## src/rtl/framewise_dc_offset_remover_defines.svh

```systemverilog
// ---------------------------------------------------------------------------
// framewise_dc_offset_remover_defines: assertion macros
// Concurrent check wrappers; all of them compile away under ASSERT_OFF.
// ---------------------------------------------------------------------------
`ifndef FRAMEWISE_DC_OFFSET_REMOVER_DEFINES_SVH
`define FRAMEWISE_DC_OFFSET_REMOVER_DEFINES_SVH

`ifndef ASSERT_OFF
// same-cycle implication
`define FDCR_ASSERT_IMPL(lbl, clk, rst_n, ante, cons) \
	lbl: assert property (@(posedge clk) disable iff (!(rst_n)) (ante) |-> (cons)) \
		else $error("fdcr assertion failed");
// next-cycle implication
`define FDCR_ASSERT_NEXT(lbl, clk, rst_n, ante, cons) \
	lbl: assert property (@(posedge clk) disable iff (!(rst_n)) (ante) |=> (cons)) \
		else $error("fdcr assertion failed");
`else
`define FDCR_ASSERT_IMPL(lbl, clk, rst_n, ante, cons)
`define FDCR_ASSERT_NEXT(lbl, clk, rst_n, ante, cons)
`endif

`endif

```

## src/rtl/fdcr_pkg.sv

```systemverilog
`timescale 1ns / 1ps
`default_nettype none
// ---------------------------------------------------------------------------
// fdcr_pkg: shared constants and helpers
// Field widths, register codes and reset values, saturation functions.
// ---------------------------------------------------------------------------
package fdcr_pkg;

	// payload widths
	localparam int CH_W       = 3;
	localparam int SMP_W      = 16;
	localparam int CH_EXT_W   = 7;   // channel compare width, covers channel numbers 0..127

	// configuration
	localparam int FL_W       = 13;
	localparam int INV_W      = 24;
	localparam int RATE_W     = 16;
	localparam int CFG_IDX_W  = 2;
	localparam int CFG_DATA_W = 24;

	localparam logic [CFG_IDX_W-1:0] CFG_FRAME_LENGTH     = 2'd0;
	localparam logic [CFG_IDX_W-1:0] CFG_INV_FRAME_LENGTH = 2'd1;
	localparam logic [CFG_IDX_W-1:0] CFG_REMOVAL_RATE     = 2'd2;

	localparam logic [FL_W-1:0]   FL_RESET   = 13'd256;
	localparam logic [INV_W-1:0]  INV_RESET  = 24'd65536;
	localparam logic [RATE_W-1:0] RATE_RESET = 16'd655;

	// state word widths (Q16.24 in 40 bits)
	localparam int Q_W   = 40;
	localparam int SUM_W = 29;
	localparam int ACC_W = 66;   // headroom for adds around the product

	// shared multiplier: signed 41 x unsigned 24, done as two 25x25 halves
	localparam int MUL_A_W  = 41;
	localparam int MUL_B_W  = 24;
	localparam int MUL_LO_W = 24;
	localparam int MUL_HI_W = 17;
	localparam int PROD_W   = 65;

	localparam int CHANNELS_DEF  = 8;
	localparam int MAX_FRAME_DEF = 4096;

	localparam logic signed [Q_W-1:0] Q_MAX = {1'b0, {(Q_W-1){1'b1}}};
	localparam logic signed [Q_W-1:0] Q_MIN = {1'b1, {(Q_W-1){1'b0}}};

	function automatic logic signed [Q_W-1:0] sat40(input logic signed [ACC_W-1:0] v);
		logic signed [ACC_W-1:0] hi;
		logic signed [ACC_W-1:0] lo;
		hi = ACC_W'(Q_MAX);
		lo = ACC_W'(Q_MIN);
		if (v > hi)
			return Q_MAX;
		else if (v < lo)
			return Q_MIN;
		else
			return v[Q_W-1:0];
	endfunction

	function automatic logic signed [SMP_W-1:0] sat16(input logic signed [17:0] v);
		if (v > 18'sd32767)
			return 16'sh7fff;
		else if (v < -18'sd32768)
			return 16'sh8000;
		else
			return v[SMP_W-1:0];
	endfunction

endpackage

`default_nettype wire

```

## src/rtl/fdcr_ifs.sv

```systemverilog
`timescale 1ns / 1ps
`default_nettype none
// ---------------------------------------------------------------------------
// fdcr_ifs: channel interfaces
// Sample input, corrected result and configuration write channels.
// ---------------------------------------------------------------------------
interface fdcr_smp_if import fdcr_pkg::*; ();
	logic                    valid;
	logic                    ready;
	logic [CH_W-1:0]         channel;
	logic signed [SMP_W-1:0] sample_in;

	modport source (output valid, channel, sample_in, input ready);
	modport sink   (input valid, channel, sample_in, output ready);
endinterface

interface fdcr_res_if import fdcr_pkg::*; ();
	logic                    valid;
	logic                    ready;
	logic [CH_W-1:0]         out_channel;
	logic signed [SMP_W-1:0] sample_out;
	logic                    frame_end;

	modport source (output valid, out_channel, sample_out, frame_end, input ready);
	modport sink   (input valid, out_channel, sample_out, frame_end, output ready);
endinterface

interface fdcr_cfg_if import fdcr_pkg::*; ();
	logic                  valid;
	logic                  ready;
	logic [CFG_IDX_W-1:0]  index;
	logic [CFG_DATA_W-1:0] data;

	modport source (output valid, index, data, input ready);
	modport sink   (input valid, index, data, output ready);
endinterface

`default_nettype wire

```

## src/rtl/framewise_dc_offset_remover.sv

```systemverilog
`timescale 1ns / 1ps
`default_nettype none
`include "framewise_dc_offset_remover_defines.svh"
// ---------------------------------------------------------------------------
// framewise_dc_offset_remover: per-channel framewise DC offset removal
// Subtracts a linearly ramped DC estimate from each sample and renews the
// estimate from the frame mean at every frame close.
// ---------------------------------------------------------------------------
// One sample is in flight at a time. An ordinary sample passes through
// accept, state read-modify-write and result load; the sample that closes
// its channel's frame also waits while the mean, the leak and the new
// per-sample step each run in turn through the one shared multiplier.
// A finished result sits in an output register, so the next sample is taken
// while the previous result waits. Channel state (estimate, previous
// estimate, step, running offset, raw sum, frame position) lives in a
// single-port memory with one word per channel; per-entry valid bits make
// every channel read as zero after reset, so no clearing pass is needed.
// Samples on a channel at or above CHANNELS pass through unchanged.
// Configuration registers (index 0 frame_length, 1 inv_frame_length,
// 2 removal_rate) are written over the cfg channel; the user must write
// them only while no sample is in flight (the block does not enforce this);
// inv_frame_length must be set by software to match frame_length.
// ---------------------------------------------------------------------------
module framewise_dc_offset_remover import fdcr_pkg::*; #(
	parameter int CHANNELS  = CHANNELS_DEF,
	parameter int MAX_FRAME = MAX_FRAME_DEF
) (
	input  wire logic   clk,
	input  wire logic   arst_n,
	fdcr_smp_if.sink    samples,
	fdcr_res_if.source  results,
	fdcr_cfg_if.sink    cfg
);

	// --- derived sizes ---
	localparam int AW    = (CHANNELS > 1) ? $clog2(CHANNELS) : 1;
	localparam int POS_W = $clog2(MAX_FRAME);
	localparam int LEN_W = ($clog2(MAX_FRAME + 1) > FL_W) ? $clog2(MAX_FRAME + 1) : FL_W;

	typedef struct packed {
		logic signed [Q_W-1:0]   est;
		logic signed [Q_W-1:0]   prev;
		logic signed [Q_W-1:0]   step;
		logic signed [Q_W-1:0]   ro;
		logic signed [SUM_W-1:0] sum;
		logic [POS_W-1:0]        pos;
	} chan_t;

	localparam int WORD_W = $bits(chan_t);

	// --- sequencer codes ---
	localparam logic [2:0] S_IDLE   = 3'd0;  // ready for a sample
	localparam logic [2:0] S_CALC   = 3'd1;  // state word arrived, correct sample
	localparam logic [2:0] S_MEAN   = 3'd2;  // waiting on sum * inv
	localparam logic [2:0] S_LEAK   = 3'd3;  // waiting on (mean - est) * rate
	localparam logic [2:0] S_STEPGO = 3'd4;  // launch step product
	localparam logic [2:0] S_STEP   = 3'd5;  // waiting on (est' - est) * inv
	localparam logic [2:0] S_WB     = 3'd6;  // write back renewed state
	localparam logic [2:0] S_EMIT   = 3'd7;  // hand result to output register

	logic [2:0] state_q;

	// --- configuration registers ---
	logic [FL_W-1:0]   frame_length_q;
	logic [INV_W-1:0]  inv_q;
	logic [RATE_W-1:0] rate_q;

	assign cfg.ready = 1'b1;

	always_ff @(posedge clk or negedge arst_n) begin
		if (!arst_n) begin
			frame_length_q <= FL_RESET;
			inv_q          <= INV_RESET;
			rate_q         <= RATE_RESET;
		end else if (cfg.valid) begin
			unique case (cfg.index)
				CFG_FRAME_LENGTH:     frame_length_q <= cfg.data[FL_W-1:0];
				CFG_INV_FRAME_LENGTH: inv_q          <= cfg.data[INV_W-1:0];
				CFG_REMOVAL_RATE:     rate_q         <= cfg.data[RATE_W-1:0];
				default: ;  // unmapped index, dropped
			endcase
		end
	end

	// --- input transfer and channel decode ---
	logic                in_xfer;
	logic [CH_EXT_W-1:0] ch_ext;
	logic                ch_ok;

	assign samples.ready = (state_q == S_IDLE);
	assign in_xfer       = samples.valid && samples.ready;
	assign ch_ext        = CH_EXT_W'(samples.channel);
	assign ch_ok         = (ch_ext < CH_EXT_W'(CHANNELS));

	// held across the whole item
	logic [AW-1:0]           addr_q;
	logic signed [SMP_W-1:0] smp_q;
	logic signed [Q_W-1:0]   est_q;
	logic signed [Q_W-1:0]   est_new_q;
	logic signed [Q_W-1:0]   step_q;
	logic [CH_W-1:0]         res_ch_q;
	logic signed [SMP_W-1:0] res_smp_q;
	logic                    res_end_q;

	// --- state memory ---
	logic              mem_en;
	logic              mem_we;
	logic [AW-1:0]     mem_addr;
	chan_t             mem_wdata;
	logic [WORD_W-1:0] mem_rdata;
	chan_t             rd;

	// --- shared multiplier ---
	logic                      mul_start;
	logic signed [MUL_A_W-1:0] mul_a;
	logic [MUL_B_W-1:0]        mul_b;
	logic                      mul_done;
	logic signed [PROD_W-1:0]  mul_prod;

	fdcr_state_mem #(
		.DEPTH (CHANNELS),
		.AW    (AW),
		.WIDTH (WORD_W)
	) u_mem (
		.clk    (clk),
		.arst_n (arst_n),
		.en     (mem_en),
		.we     (mem_we),
		.addr   (mem_addr),
		.wdata  (mem_wdata),
		.rdata  (mem_rdata)
	);

	fdcr_mul u_mul (
		.clk    (clk),
		.arst_n (arst_n),
		.start  (mul_start),
		.a      (mul_a),
		.b      (mul_b),
		.done   (mul_done),
		.prod   (mul_prod)
	);

	assign rd = chan_t'(mem_rdata);

	// --- sample correction on the fetched word ---
	logic signed [Q_W-1:0]     smp_q24;
	logic signed [Q_W+1:0]     diff_rnd;   // sample*2^24 - offset + half lsb
	logic signed [SMP_W-1:0]   smp_corr;
	logic signed [Q_W-1:0]     ro_inc;
	logic signed [SUM_W-1:0]   sum_new;
	logic [LEN_W-1:0]          fl_ext;
	logic [LEN_W-1:0]          len_eff;
	logic [LEN_W-1:0]          pos_inc;
	logic                      is_end;

	always_comb begin
		smp_q24  = $signed({smp_q, 24'h0});
		diff_rnd = (Q_W+2)'(smp_q24) - (Q_W+2)'(rd.ro) + (Q_W+2)'(42'sd8388608);
		smp_corr = sat16(diff_rnd[Q_W+1:24]);
		ro_inc   = sat40(ACC_W'(rd.ro) + ACC_W'(rd.step));
		sum_new  = rd.sum + SUM_W'(smp_q);  // wraps in 29 bits

		// effective frame length clamped to 1..MAX_FRAME
		fl_ext = LEN_W'(frame_length_q);
		if (fl_ext > LEN_W'(MAX_FRAME))
			len_eff = LEN_W'(MAX_FRAME);
		else if (fl_ext == '0)
			len_eff = LEN_W'(1);
		else
			len_eff = fl_ext;
		pos_inc = LEN_W'(rd.pos) + LEN_W'(1);
		is_end  = (pos_inc >= len_eff);
	end

	// --- frame-close arithmetic around the multiplier ---
	logic signed [Q_W-1:0]    mean;
	logic signed [PROD_W-1:0] leak_sh;
	logic signed [PROD_W-1:0] step_sh;
	logic signed [Q_W-1:0]    est_next;
	logic signed [Q_W-1:0]    step_next;
	logic signed [Q_W-1:0]    ro_close;

	always_comb begin
		mean      = sat40(ACC_W'(mul_prod));
		leak_sh   = mul_prod >>> 16;   // floor of Q0.16 product
		step_sh   = mul_prod >>> 24;   // floor of Q0.24 product
		est_next  = sat40(ACC_W'(est_q) + ACC_W'(leak_sh));
		step_next = sat40(ACC_W'(step_sh));
		ro_close  = sat40(ACC_W'(est_q) + ACC_W'(step_q));
	end

	// multiplier launches: mean, then leak, then step
	always_comb begin
		mul_start = 1'b0;
		mul_a     = MUL_A_W'(sum_new);
		mul_b     = inv_q;
		unique case (state_q)
			S_CALC: begin
				mul_start = is_end;
			end
			S_MEAN: begin
				mul_start = mul_done;
				mul_a     = MUL_A_W'(mean) - MUL_A_W'(est_q);
				mul_b     = MUL_B_W'(rate_q);
			end
			S_STEPGO: begin
				mul_start = 1'b1;
				mul_a     = MUL_A_W'(est_new_q) - MUL_A_W'(est_q);
			end
			default: ;
		endcase
	end

	// memory port: read on accept, write on ordinary sample or frame close
	always_comb begin
		mem_we    = 1'b0;
		mem_en    = 1'b0;
		mem_addr  = addr_q;
		mem_wdata = rd;
		unique case (state_q)
			S_IDLE: begin
				mem_en   = in_xfer && ch_ok;
				mem_addr = ch_ext[AW-1:0];
			end
			S_CALC: begin
				mem_en         = !is_end;
				mem_we         = !is_end;
				mem_wdata.ro   = ro_inc;
				mem_wdata.sum  = sum_new;
				mem_wdata.pos  = pos_inc[POS_W-1:0];
			end
			S_WB: begin
				mem_en         = 1'b1;
				mem_we         = 1'b1;
				mem_wdata.est  = est_new_q;
				mem_wdata.prev = est_q;
				mem_wdata.step = step_q;
				mem_wdata.ro   = ro_close;
				mem_wdata.sum  = '0;
				mem_wdata.pos  = '0;
			end
			default: ;
		endcase
	end

	// --- output register ---
	logic                    out_valid_q;
	logic [CH_W-1:0]         out_ch_q;
	logic signed [SMP_W-1:0] out_smp_q;
	logic                    out_end_q;
	logic                    out_free;
	logic                    out_load;

	assign out_free = !out_valid_q || results.ready;
	assign out_load = (state_q == S_EMIT) && out_free;

	assign results.valid       = out_valid_q;
	assign results.out_channel = out_ch_q;
	assign results.sample_out  = out_smp_q;
	assign results.frame_end   = out_end_q;

	// --- sequencer ---
	always_ff @(posedge clk or negedge arst_n) begin
		if (!arst_n) begin
			state_q     <= S_IDLE;
			out_valid_q <= 1'b0;
		end else begin
			if (out_load)
				out_valid_q <= 1'b1;
			else if (results.ready)
				out_valid_q <= 1'b0;

			unique case (state_q)
				S_IDLE: begin
					if (in_xfer) state_q <= ch_ok ? S_CALC : S_EMIT;
				end
				S_CALC: begin
					state_q <= is_end ? S_MEAN : S_EMIT;
				end
				S_MEAN: begin
					if (mul_done) state_q <= S_LEAK;
				end
				S_LEAK: begin
					if (mul_done) state_q <= S_STEPGO;
				end
				S_STEPGO: begin
					state_q <= S_STEP;
				end
				S_STEP: begin
					if (mul_done) state_q <= S_WB;
				end
				S_WB: begin
					state_q <= S_EMIT;
				end
				S_EMIT: begin
					if (out_free) state_q <= S_IDLE;
				end
				default: state_q <= S_IDLE;
			endcase
		end
	end

	// item working registers
	always_ff @(posedge clk) begin
		if (in_xfer) begin
			addr_q    <= ch_ext[AW-1:0];
			smp_q     <= samples.sample_in;
			res_ch_q  <= samples.channel;
			res_smp_q <= samples.sample_in;   // pass-through for unused channels
			res_end_q <= 1'b0;
		end
		if (state_q == S_CALC) begin
			res_smp_q <= smp_corr;
			res_end_q <= is_end;
			est_q     <= rd.est;
		end
		if (state_q == S_LEAK && mul_done) est_new_q <= est_next;
		if (state_q == S_STEP && mul_done) step_q    <= step_next;
		if (out_load) begin
			out_ch_q  <= res_ch_q;
			out_smp_q <= res_smp_q;
			out_end_q <= res_end_q;
		end
	end

	// --- checks ---
	logic mul_waiting;

	assign mul_waiting = (state_q == S_MEAN) || (state_q == S_LEAK) || (state_q == S_STEP);

	`FDCR_ASSERT_IMPL(a_calc_after_xfer, clk, arst_n, state_q == S_CALC, $past(in_xfer))
	`FDCR_ASSERT_IMPL(a_mul_done_waited, clk, arst_n, mul_done, mul_waiting)
	`FDCR_ASSERT_NEXT(a_xfer_next_state, clk, arst_n, in_xfer, state_q == S_CALC || state_q == S_EMIT)
	`FDCR_ASSERT_IMPL(a_out_from_emit, clk, arst_n, $rose(results.valid), $past(state_q) == S_EMIT)

endmodule

`default_nettype wire

```

## src/rtl/fdcr_state_mem.sv

```systemverilog
`timescale 1ns / 1ps
`default_nettype none
// ---------------------------------------------------------------------------
// fdcr_state_mem: per-channel state memory
// Single port, registered read; entries never written read back as zero.
// ---------------------------------------------------------------------------
module fdcr_state_mem import fdcr_pkg::*; #(
	parameter int DEPTH = CHANNELS_DEF,
	parameter int AW    = 3,
	parameter int WIDTH = 8
) (
	input  wire logic             clk,
	input  wire logic             arst_n,
	input  wire logic             en,
	input  wire logic             we,
	input  wire logic [AW-1:0]    addr,
	input  wire logic [WIDTH-1:0] wdata,
	output logic      [WIDTH-1:0] rdata
);

	logic [WIDTH-1:0] mem [DEPTH];
	logic [DEPTH-1:0] valid_q;
	logic [WIDTH-1:0] rdata_q;

	always_ff @(posedge clk or negedge arst_n) begin
		if (!arst_n) begin
			valid_q <= '0;
		end else if (en && we) begin
			valid_q[addr] <= 1'b1;
		end
	end

	always_ff @(posedge clk) begin
		if (en && we) begin
			mem[addr] <= wdata;
		end
		if (en && !we) begin
			rdata_q <= valid_q[addr] ? mem[addr] : '0;
		end
	end

	assign rdata = rdata_q;

endmodule

`default_nettype wire

```

## src/rtl/fdcr_mul.sv

```systemverilog
`timescale 1ns / 1ps
`default_nettype none
// ---------------------------------------------------------------------------
// fdcr_mul: shared sequential multiplier
// Signed 41 x unsigned 24 product from two 25x25 halves; low, high, sum, then done.
// ---------------------------------------------------------------------------
module fdcr_mul import fdcr_pkg::*; (
	input  wire logic                      clk,
	input  wire logic                      arst_n,
	input  wire logic                      start,
	input  wire logic signed [MUL_A_W-1:0] a,
	input  wire logic [MUL_B_W-1:0]        b,
	output logic                           done,
	output logic signed [PROD_W-1:0]       prod
);

	localparam logic [1:0] M_IDLE = 2'd0;
	localparam logic [1:0] M_LO   = 2'd1;
	localparam logic [1:0] M_HI   = 2'd2;
	localparam logic [1:0] M_SUM  = 2'd3;

	localparam int OP_W = MUL_B_W + 1;

	logic [1:0]                   mstate_q;
	logic                         done_q;
	logic signed [MUL_A_W-1:0]    a_q;
	logic [MUL_B_W-1:0]           b_q;
	logic [2*MUL_LO_W-1:0]        lo_q;
	logic signed [MUL_A_W:0]      hi_q;
	logic signed [PROD_W-1:0]     prod_q;

	logic signed [OP_W-1:0]       x;
	logic signed [OP_W-1:0]       y;
	logic signed [2*OP_W-1:0]     m;
	logic signed [ACC_W-1:0]      acc;

	// one multiplier, low half first (unsigned), then signed high half
	always_comb begin
		if (mstate_q == M_LO)
			x = $signed({1'b0, a_q[MUL_LO_W-1:0]});
		else
			x = OP_W'($signed(a_q[MUL_A_W-1:MUL_LO_W]));
		y   = $signed({1'b0, b_q});
		m   = x * y;
		acc = (ACC_W'(hi_q) <<< MUL_LO_W) +
			$signed({{(ACC_W-2*MUL_LO_W){1'b0}}, lo_q});
	end

	always_ff @(posedge clk or negedge arst_n) begin
		if (!arst_n) begin
			mstate_q <= M_IDLE;
			done_q   <= 1'b0;
		end else begin
			done_q <= (mstate_q == M_SUM);
			unique case (mstate_q)
				M_IDLE: if (start) mstate_q <= M_LO;
				M_LO:   mstate_q <= M_HI;
				M_HI:   mstate_q <= M_SUM;
				M_SUM:  mstate_q <= M_IDLE;
				default: mstate_q <= M_IDLE;
			endcase
		end
	end

	always_ff @(posedge clk) begin
		if (start) begin
			a_q <= a;
			b_q <= b;
		end
		if (mstate_q == M_LO) lo_q <= m[2*MUL_LO_W-1:0];
		if (mstate_q == M_HI) hi_q <= m[MUL_A_W:0];
		if (mstate_q == M_SUM) prod_q <= acc[PROD_W-1:0];
	end

	assign done = done_q;
	assign prod = prod_q;

endmodule

`default_nettype wire

```

## src/flat_wrapper.sv

```systemverilog
// flat-port wrapper written by rule: the top's interface ports become plain ports
module framewise_dc_offset_remover_flat import fdcr_pkg::*;
#(
	parameter int CHANNELS  = CHANNELS_DEF,
	parameter int MAX_FRAME = MAX_FRAME_DEF
)
  (clk, arst_n, samples_valid, samples_channel, samples_sample_in, samples_ready, results_valid, results_out_channel, results_sample_out, results_frame_end, results_ready, cfg_valid, cfg_index, cfg_data, cfg_ready);
  fdcr_smp_if samples_i ();
  fdcr_res_if results_i ();
  fdcr_cfg_if cfg_i ();
  input  wire logic clk;
  input  wire logic arst_n;
  input wire logic [$bits(samples_i.valid)-1:0] samples_valid;
  input wire logic [$bits(samples_i.channel)-1:0] samples_channel;
  input wire logic [$bits(samples_i.sample_in)-1:0] samples_sample_in;
  output wire logic [$bits(samples_i.ready)-1:0] samples_ready;
  output wire logic [$bits(results_i.valid)-1:0] results_valid;
  output wire logic [$bits(results_i.out_channel)-1:0] results_out_channel;
  output wire logic [$bits(results_i.sample_out)-1:0] results_sample_out;
  output wire logic [$bits(results_i.frame_end)-1:0] results_frame_end;
  input wire logic [$bits(results_i.ready)-1:0] results_ready;
  input wire logic [$bits(cfg_i.valid)-1:0] cfg_valid;
  input wire logic [$bits(cfg_i.index)-1:0] cfg_index;
  input wire logic [$bits(cfg_i.data)-1:0] cfg_data;
  output wire logic [$bits(cfg_i.ready)-1:0] cfg_ready;
  assign samples_i.valid = samples_valid;
  assign samples_i.channel = samples_channel;
  assign samples_i.sample_in = samples_sample_in;
  assign samples_ready = samples_i.ready;
  assign results_valid = results_i.valid;
  assign results_out_channel = results_i.out_channel;
  assign results_sample_out = results_i.sample_out;
  assign results_frame_end = results_i.frame_end;
  assign results_i.ready = results_ready;
  assign cfg_i.valid = cfg_valid;
  assign cfg_i.index = cfg_index;
  assign cfg_i.data = cfg_data;
  assign cfg_ready = cfg_i.ready;
  framewise_dc_offset_remover #(.CHANNELS(CHANNELS), .MAX_FRAME(MAX_FRAME)) u_core (.clk(clk), .arst_n(arst_n), .samples(samples_i), .results(results_i), .cfg(cfg_i));
endmodule
```

## config.mk

```make
export PLATFORM = sky130hd
export DESIGN_NAME = framewise_dc_offset_remover_flat
export DESIGN_NICKNAME = d
export VERILOG_FILES = /design/src/rtl/fdcr_pkg.sv /design/src/rtl/fdcr_ifs.sv /design/src/rtl/framewise_dc_offset_remover.sv /design/src/rtl/fdcr_state_mem.sv /design/src/rtl/fdcr_mul.sv /design/src/flat_wrapper.sv
export VERILOG_INCLUDE_DIRS = /design/src /design/src/rtl
export SDC_FILE = /design/constraint.sdc
export NUM_CORES = 2
export LEC_CHECK = 0
export ABC_AREA = 0
export BUFFER_PORTS_ARGS = -buffer_cell sky130_fd_sc_hd__buf_4
export CAP_MARGIN = 20
export CORE_ASPECT_RATIO = 1.25
export CORE_UTILIZATION = 30
export CTS_CLUSTER_SIZE = 24
export DETAILED_ROUTE_END_ITERATION = 10
export GPL_TIMING_DRIVEN = 0
export PLACE_DENSITY = 0.53
export SETUP_SLACK_MARGIN = 0.02
export SYNTH_ARGS = -nofsm -noshare
export SYNTH_HDL_FRONTEND = slang
export SYNTH_SLANG_ARGS = --single-unit
```

## constraint.sdc

```tcl
create_clock -name clk -period 19.6 [get_ports clk]
set_clock_uncertainty 0.2 [all_clocks]
set_input_delay 1.96 -clock clk [delete_from_list [all_inputs] [get_ports clk]]
set_output_delay 1.96 -clock clk [all_outputs]
set_load 0.01 [all_outputs]
```

**Word-level counts from Yosys, hierarchy flattened**

Memory sizes are Yosys's and may differ from the RTL's. A register that Yosys moved wholly into a read port is not among the register bits.
Index checks and enable logic that the tools add are counted.

- Memories kept: 1
- Memory bits (writable): 1608
- Bits in registers: 463
- Logic and storage cells: 138

Memories:

| name | depth | width | read ports | clocked after Yosys merged registers in | wr ports | line | source |
|---|---|---|---|---|---|---|---|
| u_core.u_mem.mem | 8 | 201 | 1 | 1 | 1 | fdcr_state_mem.sv:21 | `logic [WIDTH-1:0] mem [DEPTH];` |

- Add/sub/neg operators: 10
- Multipliers: 1
- Bitwise gates (word level): 1
- $lt $le $gt $ge: 17
- Eq/ne operators: 18
- Reductions and logical operators: 23
- Muxes and demuxes: 43

Operators with widths:

| kind | number |
|---|---|
| $mux 40 | 8 |
| $gt 66x40->1 const B | 3 |
| $lt 66x40->1 const B | 3 |
| $pmux 81 s2 | 1 |
| $sub 40x40->41 | 3 |
| $mux 120 | 1 |
| $add 40x40->41 | 2 |
| $pmux 41 s2 | 1 |
| $mux 16 | 5 |
| $add 65x49->65 | 1 |
| $gt 65x40->1 const B | 1 |
| $lt 65x40->1 const B | 1 |
| $add 40x49->50 | 1 |
| $mul 25x25->48 | 1 |
| $add 42x25->42 const B | 1 |
| $gt 41x40->1 const B | 1 |
| $lt 41x40->1 const B | 1 |
| $add 29x16->29 | 1 |
| $mux 13 | 2 |
| $mux 25 | 1 |
| $mux 3 | 8 |
| $pmux 3 s8 | 1 |
| $gt 18x16->1 const B | 1 |
| $lt 18x16->1 const B | 1 |
| other kinds (29) | 63 |

**Longest topological paths before layout**

- Depth after elaboration: 9
- Depth in mapped cells: 33
- Mapped depth without buffers: 31

**By module**

Synthesis repeated with hierarchy kept, for this count alone.

- Cell total of the unflattened synthesis: 9455
- Area, all modules: 123161.9 um^2

Modules (own cells, without submodules):

| module | sequential area each (um^2) | cells each | instances | area each (um^2) |
|---|---|---|---|---|
| fdcr_state_mem | 54522.3 | 3455 | 1 | 68070.3 |
| fdcr_mul | 6651.4 | 2960 | 1 | 30852.1 |
| framewise_dc_offset_remover | 6721.4 | 3040 | 1 | 24239.5 |

**Worst setup path before layout**

OpenSTA, ideal clock, no wires.

- Path kind: flip-flop to flip-flop
- Start point: reg u_core.frame_length_q[12], in the netlist u_core.fl_ext[12]
- End point: mem u_core.u_mem.mem[4][0] in the netlist's numbering, enable pin
- Cell stages (with the launch flop): 17
- Period minus slack after synthesis: 10.603 ns
- Data arrival time: 9.719 ns
- Setup time: 0.685 ns
- Slack: 8.997 ns
- Required time: 18.715 ns
- Cell sequence: dfrtp_1 inv_1 clkbuf_1 nand2_1 ha_1 nor2b_1 o21a_1 o21a_1 o21ai_0 a21oi_1 o31a_1 o21a_1 o21ai_0 a21boi_0 o31a_1 clkbuf_1 nor2_1

- Word-level cells in the longest chain between the ends: 9

Ends and longest elaborated chain:

| what | line | source |
|---|---|---|
| from (decl) | framewise_dc_offset_remover.sv:64 | `logic [FL_W-1:0] frame_length_q;` |
| from (signal assigned) | framewise_dc_offset_remover.sv:77 | `CFG_FRAME_LENGTH: frame_length_q <= cfg.data[FL_W-1:0];` |
| parallel branches: the longest is 2 deep, another holds $gt 13x13->1 | -- |  |
| $mux 13 (*) | framewise_dc_offset_remover.sv:166 | `if (fl_ext > LEN_W'(MAX_FRAME))` |
| $ge 13x13->1 (*) | framewise_dc_offset_remover.sv:173 | `is_end = (pos_inc >= len_eff);` |
| $logic_not 1->1 (*) | framewise_dc_offset_remover.sv:227, framewise_dc_offset_remover.sv:228 |  |
| $pmux 1 s3 / $pmux 1 s2 (equally long branches) | framewise_dc_offset_remover.sv:221 | `unique case (state_q)` |
| $logic_and 1x1->1 (*) | fdcr_state_mem.sv:34 | `if (en && we) begin` |
| $mux 1 (*) | fdcr_state_mem.sv:34 |  |
| $mux 1 (not written as such) (*) | fdcr_state_mem.sv:35 | `mem[addr] <= wdata;` |
| to (decl) | fdcr_state_mem.sv:21 |  |

Mark *: on every way between the ends.

**Final worst setup path**

- Start point: reg u_core.u_mul.mstate_q[1]
- End point: reg u_core.u_mul.lo_q[47], data pin

- Word-level cells in the longest chain between the ends: 3

Ends and longest elaborated chain:

| what | line | source |
|---|---|---|
| from (decl) | fdcr_mul.sv:24 | `logic [1:0] mstate_q;` |
| from (signal assigned) | fdcr_mul.sv:51 | `mstate_q <= M_IDLE;` |
| from (signal assigned) | fdcr_mul.sv:56 | `M_IDLE: if (start) mstate_q <= M_LO;` |
| from (signal assigned) | fdcr_mul.sv:57 | `M_LO: mstate_q <= M_HI;` |
| $eq 2x1->1 | fdcr_mul.sv:39 | `if (mstate_q == M_LO)` |
| $mux 25 | fdcr_mul.sv:39 |  |
| $mul 25x25->48 | fdcr_mul.sv:44 | `m = x * y;` |
| via u_core.u_mul.m[47] | fdcr_mul.sv:34 | `logic signed [2*OP_W-1:0] m;` |
| to (signal assigned) | fdcr_mul.sv:70 | `if (mstate_q == M_LO) lo_q <= m[2*MUL_LO_W-1:0];` |
| to (decl) | fdcr_mul.sv:28 | `logic [2*MUL_LO_W-1:0] lo_q;` |

The timed path passes the listed nets, and every way through them passes these cells.
A chain may end at the register's enable or synchronous reset.

==> metrics.cfg <==
[outcome]
run_status = complete, no violations

[synth]
synth_top_area_frac = 0.5100
synth_area_leaders = edfxtp_1, fa_1, mux4_2
synth_cell_types = 105
async_flop_share = 0.03556
yosysTopAreaCell = edfxtp_1
synth_fp_nets = 9361
yosysWarnings = 0
syn_area_sq_mm = 0.1086
ys_top_cells_by_count = edfxtp_1, nand2_1, inv_1
synth_edf_count = 1844
seq_area_frac_synth = 0.5258
yosysMostFrequentCell = edfxtp_1
synthCells = 8293
syn_avg_cell_area_sq_um = 13.09
ys_seq_elements = 1912
synth_flop_cell = edfxtp_1

[route]
drcViolationCount = 0
drt_iter0_markers = 5691
ant_nets = 0
dr.pass1.iters = 8
routedWlPerCell_um = 25.74
vias = 68923
vias_per_cell = 5.083
wl_um = 349100

[place]
io_buffers = 71
dp.final_hpwl_um = 269400
gp_congestion = 0.9520

[die]
start_util = 0.3020
core_area_sq_mm = 0.3595
num_rows = 246
die_h_um = 674.6
ioPinCount = 73
die_w_um = 540.1
die_area_sq_mm = 0.3643

[worst_hold_path]
min_path_type = reg2reg
min-delay-start = u_core.res_smp_q[14]

[sta]
max_freq_mhz = 89.59
slew_headroom = 0.2179
fin_tns_setup_ns = 0
fin_crit_sh = 0.5695
setup_viol = 0
slew_violations = 0
worst_pin_slew_ns = 1.173
final-hold-violation-count = 0
grt_setup_unrepaired = false
min_period_ns = 11.16

[worst_setup_path]
startpoint_type = register
cp-end-kind = register
critPathTopFamily = adder cells
path_max_fanout = 10
cp-startpoint = u_core.u_mul.mstate_q[1]
max_stage_delay_ns = 0.76
critPathMostFrequentCell = fa_1
slowest_stage = o21ai_0
r2r_start = u_core.u_mul.mstate_q[1]
crit_buf_inv = 8
cp.required_ns = 19.97
crit_type = reg2reg
cp_data_arrival_time_ns = 11.54

[job]
maxCapViolCount = 0

[clock_tree]
clk_path_buf_depth = 4
ctsResizeCount = 0
clkSlewWorstSetupHoldPaths_ns = 0.06
worstSkewPairLatency_ns = 0.92
cts_root_buffer = clkbuf_16
cts_tree = done
ctsHoldBuffers = 0
cts_buffers = 207
htreeDepth = 4
numClockSinks = 1912
cts_setup_buffers = 0

[final_layout]
area_delta_synth_final_pct = 13.99
fillers = 34993
drive_gt1_frac = 0.1186
finalNetCount = 9743

[global_routing]
grt_pass1_vias = 71121
grt_use_total = 0.1902
grt_max_degree = 67
grt_overflow = 0
grt_pass1_wl_um = 503400
antenna_found_initial = 18

## cell usage in the layout (no fill, tap or decap), drive strengths merged, types with 185 or more instances in the layout
master  synthesis  layout
a21oi         467     467
and2          419     419
buf            67     239
clkbuf        294     537
edfxtp       1844    1844
fa            623     623
ha            395     395
inv           851     862
mux4          324     324
nand2        1076    1076
nor2          283     283
o21ai         259     259
xnor2         185     185
## sequential cells by signal (all words and copies together) (netlist names), 8 cells and up
name / count
u_core.step_q: 40
u_core.results.sample_out: 16
u_core.u_mul.hi_q: 41
u_core.fl_ext: 13
u_core.u_mem.valid_q: 8
u_core.smp_q: 16
u_core.rate_q: 16
u_core.u_mem.rdata: 161
u_core.est_new_q: 40
u_core.u_mem.mem: 1288
u_core.est_q: 40
u_core.u_mul.a_q: 41
u_core.res_smp_q: 16
u_core.u_mul.prod: 65
u_core.u_mul.lo_q: 48
u_core.u_mul.b_q: 24
u_core.inv_q: 24
## cells by family after synthesis
| group | after synthesis | share of synthesized area |
|---|---|---|
| muxes | 426 | 0.07768 |
| adders and majority gates | 1018 | 0.1604 |
| and+or+nand+nor | 2158 | 0.09331 |
| buffers and inverters | 1212 | 0.04277 |
| other | 1 | 0.00003454 |
| DFF | 1912 | 0.5258 |
| AOI/OAI and AO/OA | 1266 | 0.07578 |
| xor gates and xnor gates | 300 | 0.02427 |
## worst register-to-register path, delay by kind of cell, from the launching register on
kind	cells	cell delay, ns
multiplexers	1	0.58
XOR/XNOR	1	0.28
flip-flops	1	0.44
AND/OR/NAND/NOR	2	0.43
adder cells (fa/ha/maj)	9	4.17
buffers and inverters	8	1.91
AO/OA/AOI/OAI	9	2.88
## through the flow
step | instance area (sq um) | worst slack [ns] | util | std cells | hold WS (ns)
finish | 123800 | 8.438 | 0.3443 | 13560 | 0.1765
global route | 123700 | 8.075 | 0.3442 | 13551 | 0.2054
CTS | 123600 | 8.498 | 0.3439 | 13541 | 0.1653
detailed placement | 117000 | 8.532 | 0.3255 | 13170 | 0.2052
global placement | 115000 | -0.9289 | 0.3199 | 13076 | 0.2028
floorplan | 108600 | 8.997 | - | 8293 | 0.2003
## final cells by class
type	count	area [sq um]	share of cell area
timing repair buffer	173	2532	0.02046
tap	4712	5896	0.04763
inverter	851	3194	0.02581
buffer	361	1458	0.01178
antenna	11	27.53	0.0002224
sequential	1912	57080	0.4612
clock buffer	243	5356	0.04328
multi-input combinational	5169	46970	0.3795
clock inverter	128	1251	0.01011
## path summary, 6_finish.rpt
check	end	slack, ns	cells past startpoint
min in group asynchronous	u_core.inv_q[23]	0.88	1
min	u_core.results.sample_out[14]	0.18	0
max in group asynchronous	u_core.rate_q[0]	17.59	2
max reg2reg	u_core.u_mul.lo_q[47]	8.44	30
max	u_core.u_mul.lo_q[47]	8.44	30
min reg2reg	u_core.results.sample_out[14]	0.18	0
## metal layers
layer	up-vias	wire length, um	global-route usage
met5	-	57	0
li1	30220	-	-
met2	2215	176000	0.3365
met3	654	17030	0.02213
met4	10	18820	0.09241
met1	35824	137100	0.2290
Power is left out: the tool's default activity adds up to more than one toggle a clock period on the data nets, which glitch-free logic cannot reach.
